### src/rtl/sha1md_pkg.sv
`default_nettype none
package sha1md_pkg;

  localparam int unsigned WordW    = 32;
  localparam int unsigned NumWords = 5;
  localparam int unsigned BlockW   = 512;
  localparam int unsigned LenW     = 64;
  localparam int unsigned Rounds   = 80;

  typedef logic [WordW-1:0] word_t;
  typedef logic [NumWords-1:0][WordW-1:0] words5_t;
  typedef logic [6:0] rnd_t;
  typedef logic [5:0] fill_t;
  typedef logic [2:0] widx_t;

  localparam words5_t InitWords = {
    32'hC3D2E1F0, 32'h10325476, 32'h98BADCFE, 32'hEFCDAB89, 32'h67452301
  };

  localparam logic [7:0] PadMarker = 8'h80;
  localparam fill_t      LenPos    = 6'd56;
  localparam fill_t      LastByte  = 6'd63;
  localparam rnd_t       LastRound = 7'(Rounds - 1);
  localparam widx_t      LastWidx  = 3'(NumWords - 1);

  localparam logic OpAbsorb = 1'b0;
  localparam logic OpFinish = 1'b1;

  typedef enum logic [1:0] {
    ST_IDLE,
    ST_ROUND,
    ST_PAD,
    ST_OUT
  } state_t;

  // Control from the sequencer to the compression unit
  typedef struct packed {
    logic       load_byte;
    logic [7:0] data;
    logic       start;
  } cmp_ctl_t;

  typedef struct packed {
    logic done;
  } cmp_sts_t;

  function automatic word_t rotl(input word_t x, input int unsigned n);
    return (x << n) | (x >> (WordW - n));
  endfunction

  function automatic word_t round_f(input rnd_t t, input word_t b, input word_t c,
                                    input word_t d);
    word_t f;
    case (t) inside
      [7'd0:7'd19]:  f = (b & c) | (~b & d);
      [7'd40:7'd59]: f = (b & c) | (b & d) | (c & d);
      default:       f = b ^ c ^ d;
    endcase
    return f;
  endfunction

  function automatic word_t round_k(input rnd_t t);
    word_t k;
    case (t) inside
      [7'd0:7'd19]:  k = 32'h5A827999;
      [7'd20:7'd39]: k = 32'h6ED9EBA1;
      [7'd40:7'd59]: k = 32'h8F1BBCDC;
      default:       k = 32'hCA62C1D6;
    endcase
    return k;
  endfunction

endpackage
`default_nettype wire

### src/rtl/sha1md_if.sv
`default_nettype none
// Input channel: one absorb or finish transaction
interface sha1md_in_if;
  logic       valid;
  logic       ready;
  logic       op;
  logic [7:0] data_byte;

  modport source (output valid, output op, output data_byte, input ready);
  modport sink   (input valid, input op, input data_byte, output ready);
endinterface

// Result channel: one digest word per transaction
interface sha1md_out_if;
  logic        valid;
  logic        ready;
  logic [31:0] digest_word;
  logic [2:0]  word_index;
  logic        last_word;

  modport source (output valid, output digest_word, output word_index, output last_word,
                  input ready);
  modport sink   (input valid, input digest_word, input word_index, input last_word,
                  output ready);
endinterface
`default_nettype wire

### src/rtl/sha1md_compress.sv
`default_nettype none
// Message window and one shared SHA-1 round unit, one round per cycle
module sha1md_compress (
  input  wire                  clk,
  input  wire                  rst_n,
  input  sha1md_pkg::cmp_ctl_t ctl,
  input  sha1md_pkg::words5_t  chain,
  output sha1md_pkg::cmp_sts_t sts,
  output sha1md_pkg::words5_t  work
);
  import sha1md_pkg::*;

  logic [BlockW-1:0] msg_r, msg_nxt;
  words5_t           work_r, work_nxt;
  rnd_t              rnd_r, rnd_nxt;
  logic              run_r, run_nxt;
  logic              done_r, done_nxt;

  word_t w_t, w_new, tmp;

  // Schedule word for this round sits at the top of the window
  assign w_t   = msg_r[BlockW-1 -: WordW];
  assign w_new = rotl(msg_r[BlockW-1-13*WordW -: WordW] ^ msg_r[BlockW-1-8*WordW -: WordW] ^
                      msg_r[BlockW-1-2*WordW -: WordW] ^ w_t, 1);
  assign tmp   = rotl(work_r[0], 5) + round_f(rnd_r, work_r[1], work_r[2], work_r[3]) +
                 work_r[4] + round_k(rnd_r) + w_t;

  always_comb begin
    msg_nxt  = msg_r;
    work_nxt = work_r;
    rnd_nxt  = rnd_r;
    run_nxt  = run_r;
    done_nxt = 1'b0;
    // Shift a message byte into the window
    if (ctl.load_byte) begin
      msg_nxt = {msg_r[BlockW-9:0], ctl.data};
    end
    if (ctl.start) begin
      work_nxt = chain;
      rnd_nxt  = '0;
      run_nxt  = 1'b1;
    end else if (run_r) begin
      // Advance one round and slide the schedule window
      msg_nxt  = {msg_r[BlockW-WordW-1:0], w_new};
      work_nxt = {work_r[3], work_r[2], rotl(work_r[1], 30), work_r[0], tmp};
      rnd_nxt  = rnd_r + 7'd1;
      if (rnd_r == LastRound) begin
        run_nxt  = 1'b0;
        done_nxt = 1'b1;
      end
    end
  end

  always_ff @(posedge clk) begin
    msg_r  <= msg_nxt;
    work_r <= work_nxt;
    rnd_r  <= rnd_nxt;
    if (!rst_n) begin
      run_r  <= 1'b0;
      done_r <= 1'b0;
    end else begin
      run_r  <= run_nxt;
      done_r <= done_nxt;
    end
  end

  assign sts.done = done_r;
  assign work     = work_r;

endmodule
`default_nettype wire

### src/rtl/sha1_message_digest_top.sv
// Absorb: one byte per cycle while idle; the 64th byte of a block starts compression,
// and no byte is taken until it ends. Finish: padding bytes go in one per cycle
// (up to 64, or up to 72 with an extra block), each padded block is compressed, then
// five result transactions follow. The block runs one message at a time; the 80-round
// loop of the shared round unit sets the rate. Reset is synchronous, active low, and
// returns chaining words to the initial hash with empty buffer and zero length.
`default_nettype none
module sha1_message_digest_top (
  input wire          clk,
  input wire          rst_n,
  sha1md_in_if.sink   in_ch,
  sha1md_out_if.source out_ch
);
  import sha1md_pkg::*;

  state_t           state_r, state_nxt;
  fill_t            fill_r, fill_nxt;
  logic [LenW-1:0]  bit_len_r, bit_len_nxt;
  logic [LenW-1:0]  total_r, total_nxt;
  words5_t          chain_r, chain_nxt;
  logic             pad_r, pad_nxt;
  logic             extra_r, extra_nxt;
  logic             marker_r, marker_nxt;
  widx_t            idx_r, idx_nxt;

  cmp_ctl_t ctl;
  cmp_sts_t sts;
  words5_t  work;

  logic       in_acc, out_acc;
  logic [7:0] pad_byte;

  assign in_acc  = in_ch.valid && in_ch.ready;
  assign out_acc = out_ch.valid && out_ch.ready;

  sha1md_compress u_cmp (
    .clk   (clk),
    .rst_n (rst_n),
    .ctl   (ctl),
    .chain (chain_r),
    .sts   (sts),
    .work  (work)
  );

  // Pick the padding byte: marker, then zeros, then the big-endian length
  always_comb begin
    if (marker_r) begin
      pad_byte = PadMarker;
    end else if (fill_r >= LenPos && !extra_r) begin
      pad_byte = total_r[LenW-1 -: 8];
    end else begin
      pad_byte = 8'h00;
    end
  end

  // Next state and register updates
  always_comb begin
    state_nxt   = state_r;
    fill_nxt    = fill_r;
    bit_len_nxt = bit_len_r;
    total_nxt   = total_r;
    chain_nxt   = chain_r;
    pad_nxt     = pad_r;
    extra_nxt   = extra_r;
    marker_nxt  = marker_r;
    idx_nxt     = idx_r;
    case (state_r)
      ST_IDLE: begin
        if (in_acc) begin
          if (in_ch.op == OpAbsorb) begin
            fill_nxt    = fill_r + 6'd1;
            bit_len_nxt = bit_len_r + 64'd8;
            if (fill_r == LastByte) begin
              state_nxt = ST_ROUND;
            end
          end else begin
            total_nxt  = bit_len_r;
            pad_nxt    = 1'b1;
            marker_nxt = 1'b1;
            state_nxt  = ST_PAD;
          end
        end
      end
      ST_PAD: begin
        fill_nxt = fill_r + 6'd1;
        if (marker_r) begin
          marker_nxt = 1'b0;
          extra_nxt  = (fill_r >= LenPos);
        end else if (fill_r >= LenPos && !extra_r) begin
          total_nxt = {total_r[LenW-9:0], 8'h00};
        end
        if (fill_r == LastByte) begin
          state_nxt = ST_ROUND;
        end
      end
      ST_ROUND: begin
        if (sts.done) begin
          for (int i = 0; i < NumWords; i++) begin
            chain_nxt[i] = chain_r[i] + work[i];
          end
          if (!pad_r) begin
            state_nxt = ST_IDLE;
          end else if (extra_r) begin
            extra_nxt = 1'b0;
            state_nxt = ST_PAD;
          end else begin
            idx_nxt   = '0;
            state_nxt = ST_OUT;
          end
        end
      end
      ST_OUT: begin
        if (out_acc) begin
          idx_nxt = idx_r + 3'd1;
          if (idx_r == LastWidx) begin
            // Drop the message state and start over
            chain_nxt   = InitWords;
            bit_len_nxt = '0;
            fill_nxt    = '0;
            pad_nxt     = 1'b0;
            idx_nxt     = '0;
            state_nxt   = ST_IDLE;
          end
        end
      end
      default: state_nxt = ST_IDLE;
    endcase
  end

  // Outputs and compression unit control
  always_comb begin
    ctl           = '0;
    in_ch.ready   = (state_r == ST_IDLE);
    out_ch.valid  = (state_r == ST_OUT);
    case (state_r)
      ST_IDLE: begin
        ctl.load_byte = in_acc && (in_ch.op == OpAbsorb);
        ctl.data      = in_ch.data_byte;
        ctl.start     = in_acc && (in_ch.op == OpAbsorb) && (fill_r == LastByte);
      end
      ST_PAD: begin
        ctl.load_byte = 1'b1;
        ctl.data      = pad_byte;
        ctl.start     = (fill_r == LastByte);
      end
      default: ctl = '0;
    endcase
  end

  assign out_ch.digest_word = chain_r[idx_r];
  assign out_ch.word_index  = idx_r;
  assign out_ch.last_word   = (idx_r == LastWidx);

  always_ff @(posedge clk) begin
    total_r <= total_nxt;
    if (!rst_n) begin
      state_r   <= ST_IDLE;
      fill_r    <= '0;
      bit_len_r <= '0;
      chain_r   <= InitWords;
      pad_r     <= 1'b0;
      extra_r   <= 1'b0;
      marker_r  <= 1'b0;
      idx_r     <= '0;
    end else begin
      state_r   <= state_nxt;
      fill_r    <= fill_nxt;
      bit_len_r <= bit_len_nxt;
      chain_r   <= chain_nxt;
      pad_r     <= pad_nxt;
      extra_r   <= extra_nxt;
      marker_r  <= marker_nxt;
      idx_r     <= idx_nxt;
    end
  end

endmodule
`default_nettype wire

### src/flat_wrapper.sv
// flat-port wrapper written by rule: the top's interface ports become plain ports
module sha1_message_digest_top_flat import sha1md_pkg::*;
  (clk, rst_n, in_ch_valid, in_ch_op, in_ch_data_byte, in_ch_ready, out_ch_valid, out_ch_digest_word, out_ch_word_index, out_ch_last_word, out_ch_ready);
  sha1md_in_if in_ch_i ();
  sha1md_out_if out_ch_i ();
  input wire clk;
  input wire rst_n;
  input wire logic [$bits(in_ch_i.valid)-1:0] in_ch_valid;
  input wire logic [$bits(in_ch_i.op)-1:0] in_ch_op;
  input wire logic [$bits(in_ch_i.data_byte)-1:0] in_ch_data_byte;
  output wire logic [$bits(in_ch_i.ready)-1:0] in_ch_ready;
  output wire logic [$bits(out_ch_i.valid)-1:0] out_ch_valid;
  output wire logic [$bits(out_ch_i.digest_word)-1:0] out_ch_digest_word;
  output wire logic [$bits(out_ch_i.word_index)-1:0] out_ch_word_index;
  output wire logic [$bits(out_ch_i.last_word)-1:0] out_ch_last_word;
  input wire logic [$bits(out_ch_i.ready)-1:0] out_ch_ready;
  assign in_ch_i.valid = in_ch_valid;
  assign in_ch_i.op = in_ch_op;
  assign in_ch_i.data_byte = in_ch_data_byte;
  assign in_ch_ready = in_ch_i.ready;
  assign out_ch_valid = out_ch_i.valid;
  assign out_ch_digest_word = out_ch_i.digest_word;
  assign out_ch_word_index = out_ch_i.word_index;
  assign out_ch_last_word = out_ch_i.last_word;
  assign out_ch_i.ready = out_ch_ready;
  sha1_message_digest_top u_core (.clk(clk), .rst_n(rst_n), .in_ch(in_ch_i), .out_ch(out_ch_i));
endmodule
### config.mk
export PLATFORM = sky130hd
export DESIGN_NAME = sha1_message_digest_top_flat
export DESIGN_NICKNAME = d
export VERILOG_FILES = /design/src/rtl/sha1md_pkg.sv /design/src/rtl/sha1md_if.sv /design/src/rtl/sha1md_compress.sv /design/src/rtl/sha1_message_digest_top.sv /design/src/flat_wrapper.sv
export SDC_FILE = /design/constraint.sdc
export NUM_CORES = 2
export LEC_CHECK = 0
export BUFFER_PORTS_ARGS = -buffer_cell sky130_fd_sc_hd__buf_4
export CAP_MARGIN = 20
export CORE_UTILIZATION = 55
export DETAILED_ROUTE_END_ITERATION = 7
export PLACE_DENSITY = 0.8
export SLEW_MARGIN = 40
export SYNTH_ARGS = -nofsm -noshare
export SYNTH_HDL_FRONTEND = slang
export SYNTH_HIERARCHICAL = 1
export SYNTH_SLANG_ARGS = --single-unit
export TNS_END_PERCENT = 5
### constraint.sdc
create_clock -name clk -period 7.5 [get_ports clk]
set_clock_uncertainty 0.05 [all_clocks]
set_input_delay 0.375 -clock clk [delete_from_list [all_inputs] [get_ports clk]]
set_output_delay 0.375 -clock clk [all_outputs]
set_load 0.02 [all_outputs]
Yosys cells after proc, flatten, opt, wreduce, memory -nomap -nowiden. Cells that the tools add are included. W data, S select, Z words.

Bits in registers: 983. Bits of input ports: 13. Logic and storage cells: 168.

Add/subtract/negate cells: 13. $lt $le $gt $ge: 8. Equality and inequality tests: 17. Muxes and demuxes: 63. Bitwise gates (word level): 19. Reductions and logical operators: 26.

Operators by type and width (number): $mux W512 (3); $mux W160 (5); $mux W64 (8); $pmux W160 S2 (1); $add A32 B32 Y32 (9); $pmux W64 S2 (2); $mux W32 (5); $xor A32 B32 Y32 (5); $and A32 B32 Y32 (4); $bmux W32 S3 (1); $or A32 B32 Y32 (3); $add A64 B4 Y64 const B (1); $not A32 Y32 (1); $or A32 B1 Y32 (1); $or A32 B30 Y32 (1); $or A32 B5 Y32 (1); $mux W31 (1); $reduce_and A5 Y1 (5); $mux W6 (4); $pmux W10 S2 (1); $pmux W6 S3 (1); $mux W8 (2); $ne A2 B2 Y1 const B (8); $mux W3 (5); 30 further kinds (68).

Logic depth before layout (Yosys ltp).
Depth after elaboration: 11. Depth in mapped cells: 24.

Hierarchy. Netlist, hierarchy kept.

By module, submodules not included: sha1md_compress (instances 1, cells an instance 3407, area an instance 33748.6 um^2, sequential area each 15234.6 um^2); sha1_message_digest_top (instances 1, cells an instance 2385, area an instance 19917.9 um^2, sequential area each 6536.3 um^2).

Worst setup path before layout. OpenSTA, ideal clock, no wires.

Path kind: register to register. Start: register u_core.u_cmp.rnd_r[0]. End: register u_core.u_cmp.work_r (netlist bit u_core/u_cmp/work[31]) (data pin). Library setup time: 0.263 ns. Arrival time: 5.249 ns. Data required time: 7.187 ns. Slack: 1.938 ns. Stages on the path, launching flop included: 24. Path buffers: 1. Cells stage by stage: dfxtp_1 > ha_1 > and3b_1 > or3_1 > a211o_1 > inv_1 > nor2_1 > inv_1 > buf_1 > nor2_1 > nor2_1 > fa_1 > inv_1 > fa_1 > ha_1 > a21o_1 > or3_1 > o211ai_1 > a311o_1 > a21oi_1 > or4_1 > a31oi_1 > xnor2_1 > o21ai_1.

RTL lines: from (decl) (line sha1md_compress.sv:15) `rnd_t rnd_r, rnd_nxt;`; from (signal assigned) (line sha1md_compress.sv:57) `rnd_r <= rnd_nxt;`; to (signal assigned) (line sha1md_compress.sv:56) `work_r <= work_nxt;`; to (decl) (line sha1md_compress.sv:14) `words5_t work_r, work_nxt;`.

==> impl_metrics.toml <==
[clocking]
cts-buffers-inserted = 100
cts.sinks = 977
tritoncts = "built"
postCtsSetupBuffers = 0
clk_root_buffer_cell = "clkbuf_16"
cts-hold-fix-buffers = 4
max-clock-path-buffers = 3
htree_levels = 3
clock_latency_ns = 0.70
clk_transition_reported_paths_ns = 0.06
postCtsResizedCells = 0

[placement]
io_buffers = 50
placedInstanceArea_mm2 = 0.0551
dp.final_hpwl_um = 95600
placedCellCount = 6855
finalWeightedCongestion = 0.969

[global_route]
grt.overflow.total = 0
grt_first_pass_wirelength_um = 216000
grt_usage = 0.272
antenna_found_initial = 3
grt_start_max_net_pins = 267
first_global_vias = 39800

[timing]
period_share = 0.901
timing.final.max_slew_violations = 0
setup-violations-final = 0
worst_slew_pin_slew_ns = 0.946
setup_repair_after_global_routing_missed_its_margin = "false"
worst_slew_margin_rel = 0.365
max_freq_mhz = 148
layout_min_cycle_time_ns = 6.76
setup_total_negative_slack_ns = 0
timing.final.hold_violations = 0

[floorplanning]
floorplan.core_area_mm2 = 0.0967
die_w_um = 314
floorplan.initialDensity = 0.555
die-area_mm2 = 0.0988
num_rows = 114
fp.dieH_um = 314
design.portCount = 51

[synth]
asr_flop_ratio_synth = 0
synthMuxAreaShare = 0.136
syn-num-nets = 6129
synth_area_mm2 = 0.0537
synth-seq-cells = 977
synth_top_area_share = 0.282
post_synth.cell_area_avg_um2 = 9.27
adder_cell_fraction_of_synth_area = 0.0930
cell_accounting_for_the_most_synthesized_area = "dfxtp_1"
yosys.cell_types.count = 85
synthSimpleGateAreaFrac = 0.123
syn_inst = 5792
share_of_synthesized_area_occupied_by_flip_flops_and_latches = 0.406
dominant_combinational_cell_family_by_area_after_synthesis = "compound AO/OA/AOI/OAI gates"
synth_flop_cell = "dfxtp_1"
post_synth_xor_area_fraction = 0.0483
synth_compound_area_frac = 0.153
ys_warnings = 6
synth_edf_count = 221
synth_area_leaders = "dfxtp_1, edfxtp_1, mux2i_1"

[cells_and_area]
layout.nets = 6027
nFillCells = 8060
area_growth_syn_to_layout_pct = 9.31
final_cell_mix = "nand2_1, o21ai_0, dfxtp_1, mux2i_1, inv_1"
layout_commonest_cell = "nand2_1"
final_cells = 7051
fin_area_mm2 = 0.0587
final_layout_size_suffix_gt1_frac = 0.0733
sequential_cell_area_mm2 = 0.0218
multi_input_area_mm2 = 0.0298

[critical_path]
critPathLaunchType = "flop"
critical_path_required_ns = 7.84
worst-r2r-setup-slack_ns = 0.74
timing.critical_path.to_type = "flop"
arrival_ns = 7.10
reg2reg_depth = 23
worst_r2r_startpoint = "u_core/u_cmp/rnd_r[0]"
regToRegEndpoint = "u_core/u_cmp/work[16]"
maximum_fanout_along_the_worst_path = 22
timing.setup.critical_path_class = "reg2reg"

[pwr]
vdd_ir_drop_max_v = 0.000203
total_leakage_power_nw = 23.0
report.power.total_w = 0.0125
power.density_mw_per_mm2 = 213

[routing]
antenna_violating_nets_post_route = 0
drc_errors = 0
drt_wl_total_um = 138000
wl_per_cell_um = 19.6
detail_route.iter0.violations = 4566
detail_route.first_pass.iterations = 6
routed_via_density = 5.98
total_via_count_in_the_routed_design = 42200

[flow_run]
max_cap_violations = 0

[hold_path]
hold_path_startpoint = "in_ch_data_byte[0]"
timing.hold.worst_endpoint = "u_core/u_cmp/msg_r[0]"
timing.hold.worst_path_depth = 4
min-delay-path-class = "in2reg"

[status]
status = "finished clean"
[sequential cells by signal (all words and copies together) (netlist names)]
| register | cells |
|---|---|
| u_core/u_cmp/sts | 1 |
| u_core/u_cmp/msg_r | 512 |
| u_core/total_r | 61 |
| u_core/out_ch.word_index | 3 |
| u_core/u_cmp/rnd_r | 7 |
| u_core/marker_r | 1 |
| u_core/u_cmp/run_r | 1 |
| u_core/bit_len_r | 61 |
| u_core/u_cmp/work | 160 |
| u_core/chain_r | 160 |
| u_core/pad_r | 1 |
| u_core/extra_r | 1 |
| u_core/fill_r | 6 |
| u_core/state_r | 2 |
[layer usage]
layer  GRT usage  part of all wire  up-vias
li1            -                 -    20100
met1       0.363              0.42    20100
met2       0.433              0.45     1644
met3      0.0476             0.085      344
met4       0.121             0.044        2
met5           0          0.000094        -
[stage by stage]
stage	utilization	hold slack, ns	setup slack (ns)
4_1_cts	0.605	0.0337	0.874
6_report	0.607	0.0703	0.741
5_1_grt	0.607	0.0770	0.477
2_1_floorplan	-	0.390	1.94
3_3_place_gp	0.568	0.410	1.07
3_5_place_dp	0.570	0.419	0.889
[cells in the mapped netlist, types with 8 or more instances]
cell type  number
o21a_1         26
a22oi_1        34
or3_1          35
a221oi_1       19
and3_1         26
o21bai_1       24
dfxtp_1       756
o21ai_0       758
a211oi_1       22
o31ai_1        13
nand3_1        63
a211o_1        10
xnor2_1       153
buf_1          23
a21o_1        106
mux2_2         94
and2_1         30
a221o_1        10
o211ai_1       15
a21boi_0        8
a32oi_1         8
ha_1          199
xor2_1        143
mux2i_1       553
nor3_1         31
a22o_1         12
nand2b_1       27
o22ai_1        54
inv_1         271
mux4_2         32
a31oi_1        29
edfxtp_1      221
nor2b_1        62
nor2_1        235
nand2_1       954
o21ai_1         8
a21oi_1       201
nand4_1        27
clkbuf_1      278
fa_1          125
[worst max-delay path, cell delays in order (launching register included)]
cell      delay, ns
dfxtp_1        0.42
ha_1           0.26
and3b_1        0.22
or3_1          0.31
a211o_1        0.31
inv_1          0.24
nor2_2         0.05
buf_4          0.24
inv_1          0.58
nor2_1         0.10
nor2_1         0.17
fa_1           0.45
fa_1           0.57
inv_1          0.06
ha_1           0.28
a211oi_1       0.33
o21ai_0        0.23
a21oi_1        0.23
o21bai_1       0.14
o31a_1         0.30
or4_1          0.43
a31oi_1        0.22
xor2_1         0.16
o21ai_0        0.10
[how the worst max path moves through the flow]
stage,endpoint,cells after the start,slack (ns),from
floorplan,u_core/u_cmp/work[31],23,1.94,u_core/u_cmp/rnd_r[0]
global placement,u_core/u_cmp/work[16],23,1.07,u_core/u_cmp/rnd_r[0]
detailed placement,u_core/u_cmp/work[16],23,0.89,u_core/u_cmp/rnd_r[0]
CTS,u_core/u_cmp/work[16],23,0.87,u_core/u_cmp/rnd_r[0]
global route,u_core/u_cmp/work[16],23,0.48,u_core/u_cmp/rnd_r[0]
finish,u_core/u_cmp/work[16],23,0.74,u_core/u_cmp/rnd_r[0]
[layout make-up]
| class | count | share of cell area |
|---|---|---|
| Clock inverter | 43 | 0.00860 |
| Timing Repair Buffer | 103 | 0.0183 |
| Clock buffer | 142 | 0.0490 |
| Multi-Input combinational cell | 4237 | 0.508 |
| Inverter | 271 | 0.0173 |
| Antenna cell | 2 | 0.0000853 |
| Sequential cell | 977 | 0.371 |
| Tap cell | 1276 | 0.0272 |
[kinds of logic after synthesis]
group | Yosys count
compound gates | 1409
xor+xnor | 296
flops | 977
mux | 679
buf+inv | 578
fa+ha+maj | 324
simple gates | 1529
[where the power goes]
part | switching, W | internal [W]
registers | 0.000447 | 0.00589
logic | 0.000519 | 0.000526
clock network | 0.00218 | 0.00296
No activity file was read; power rests on OpenSTA's default activity.
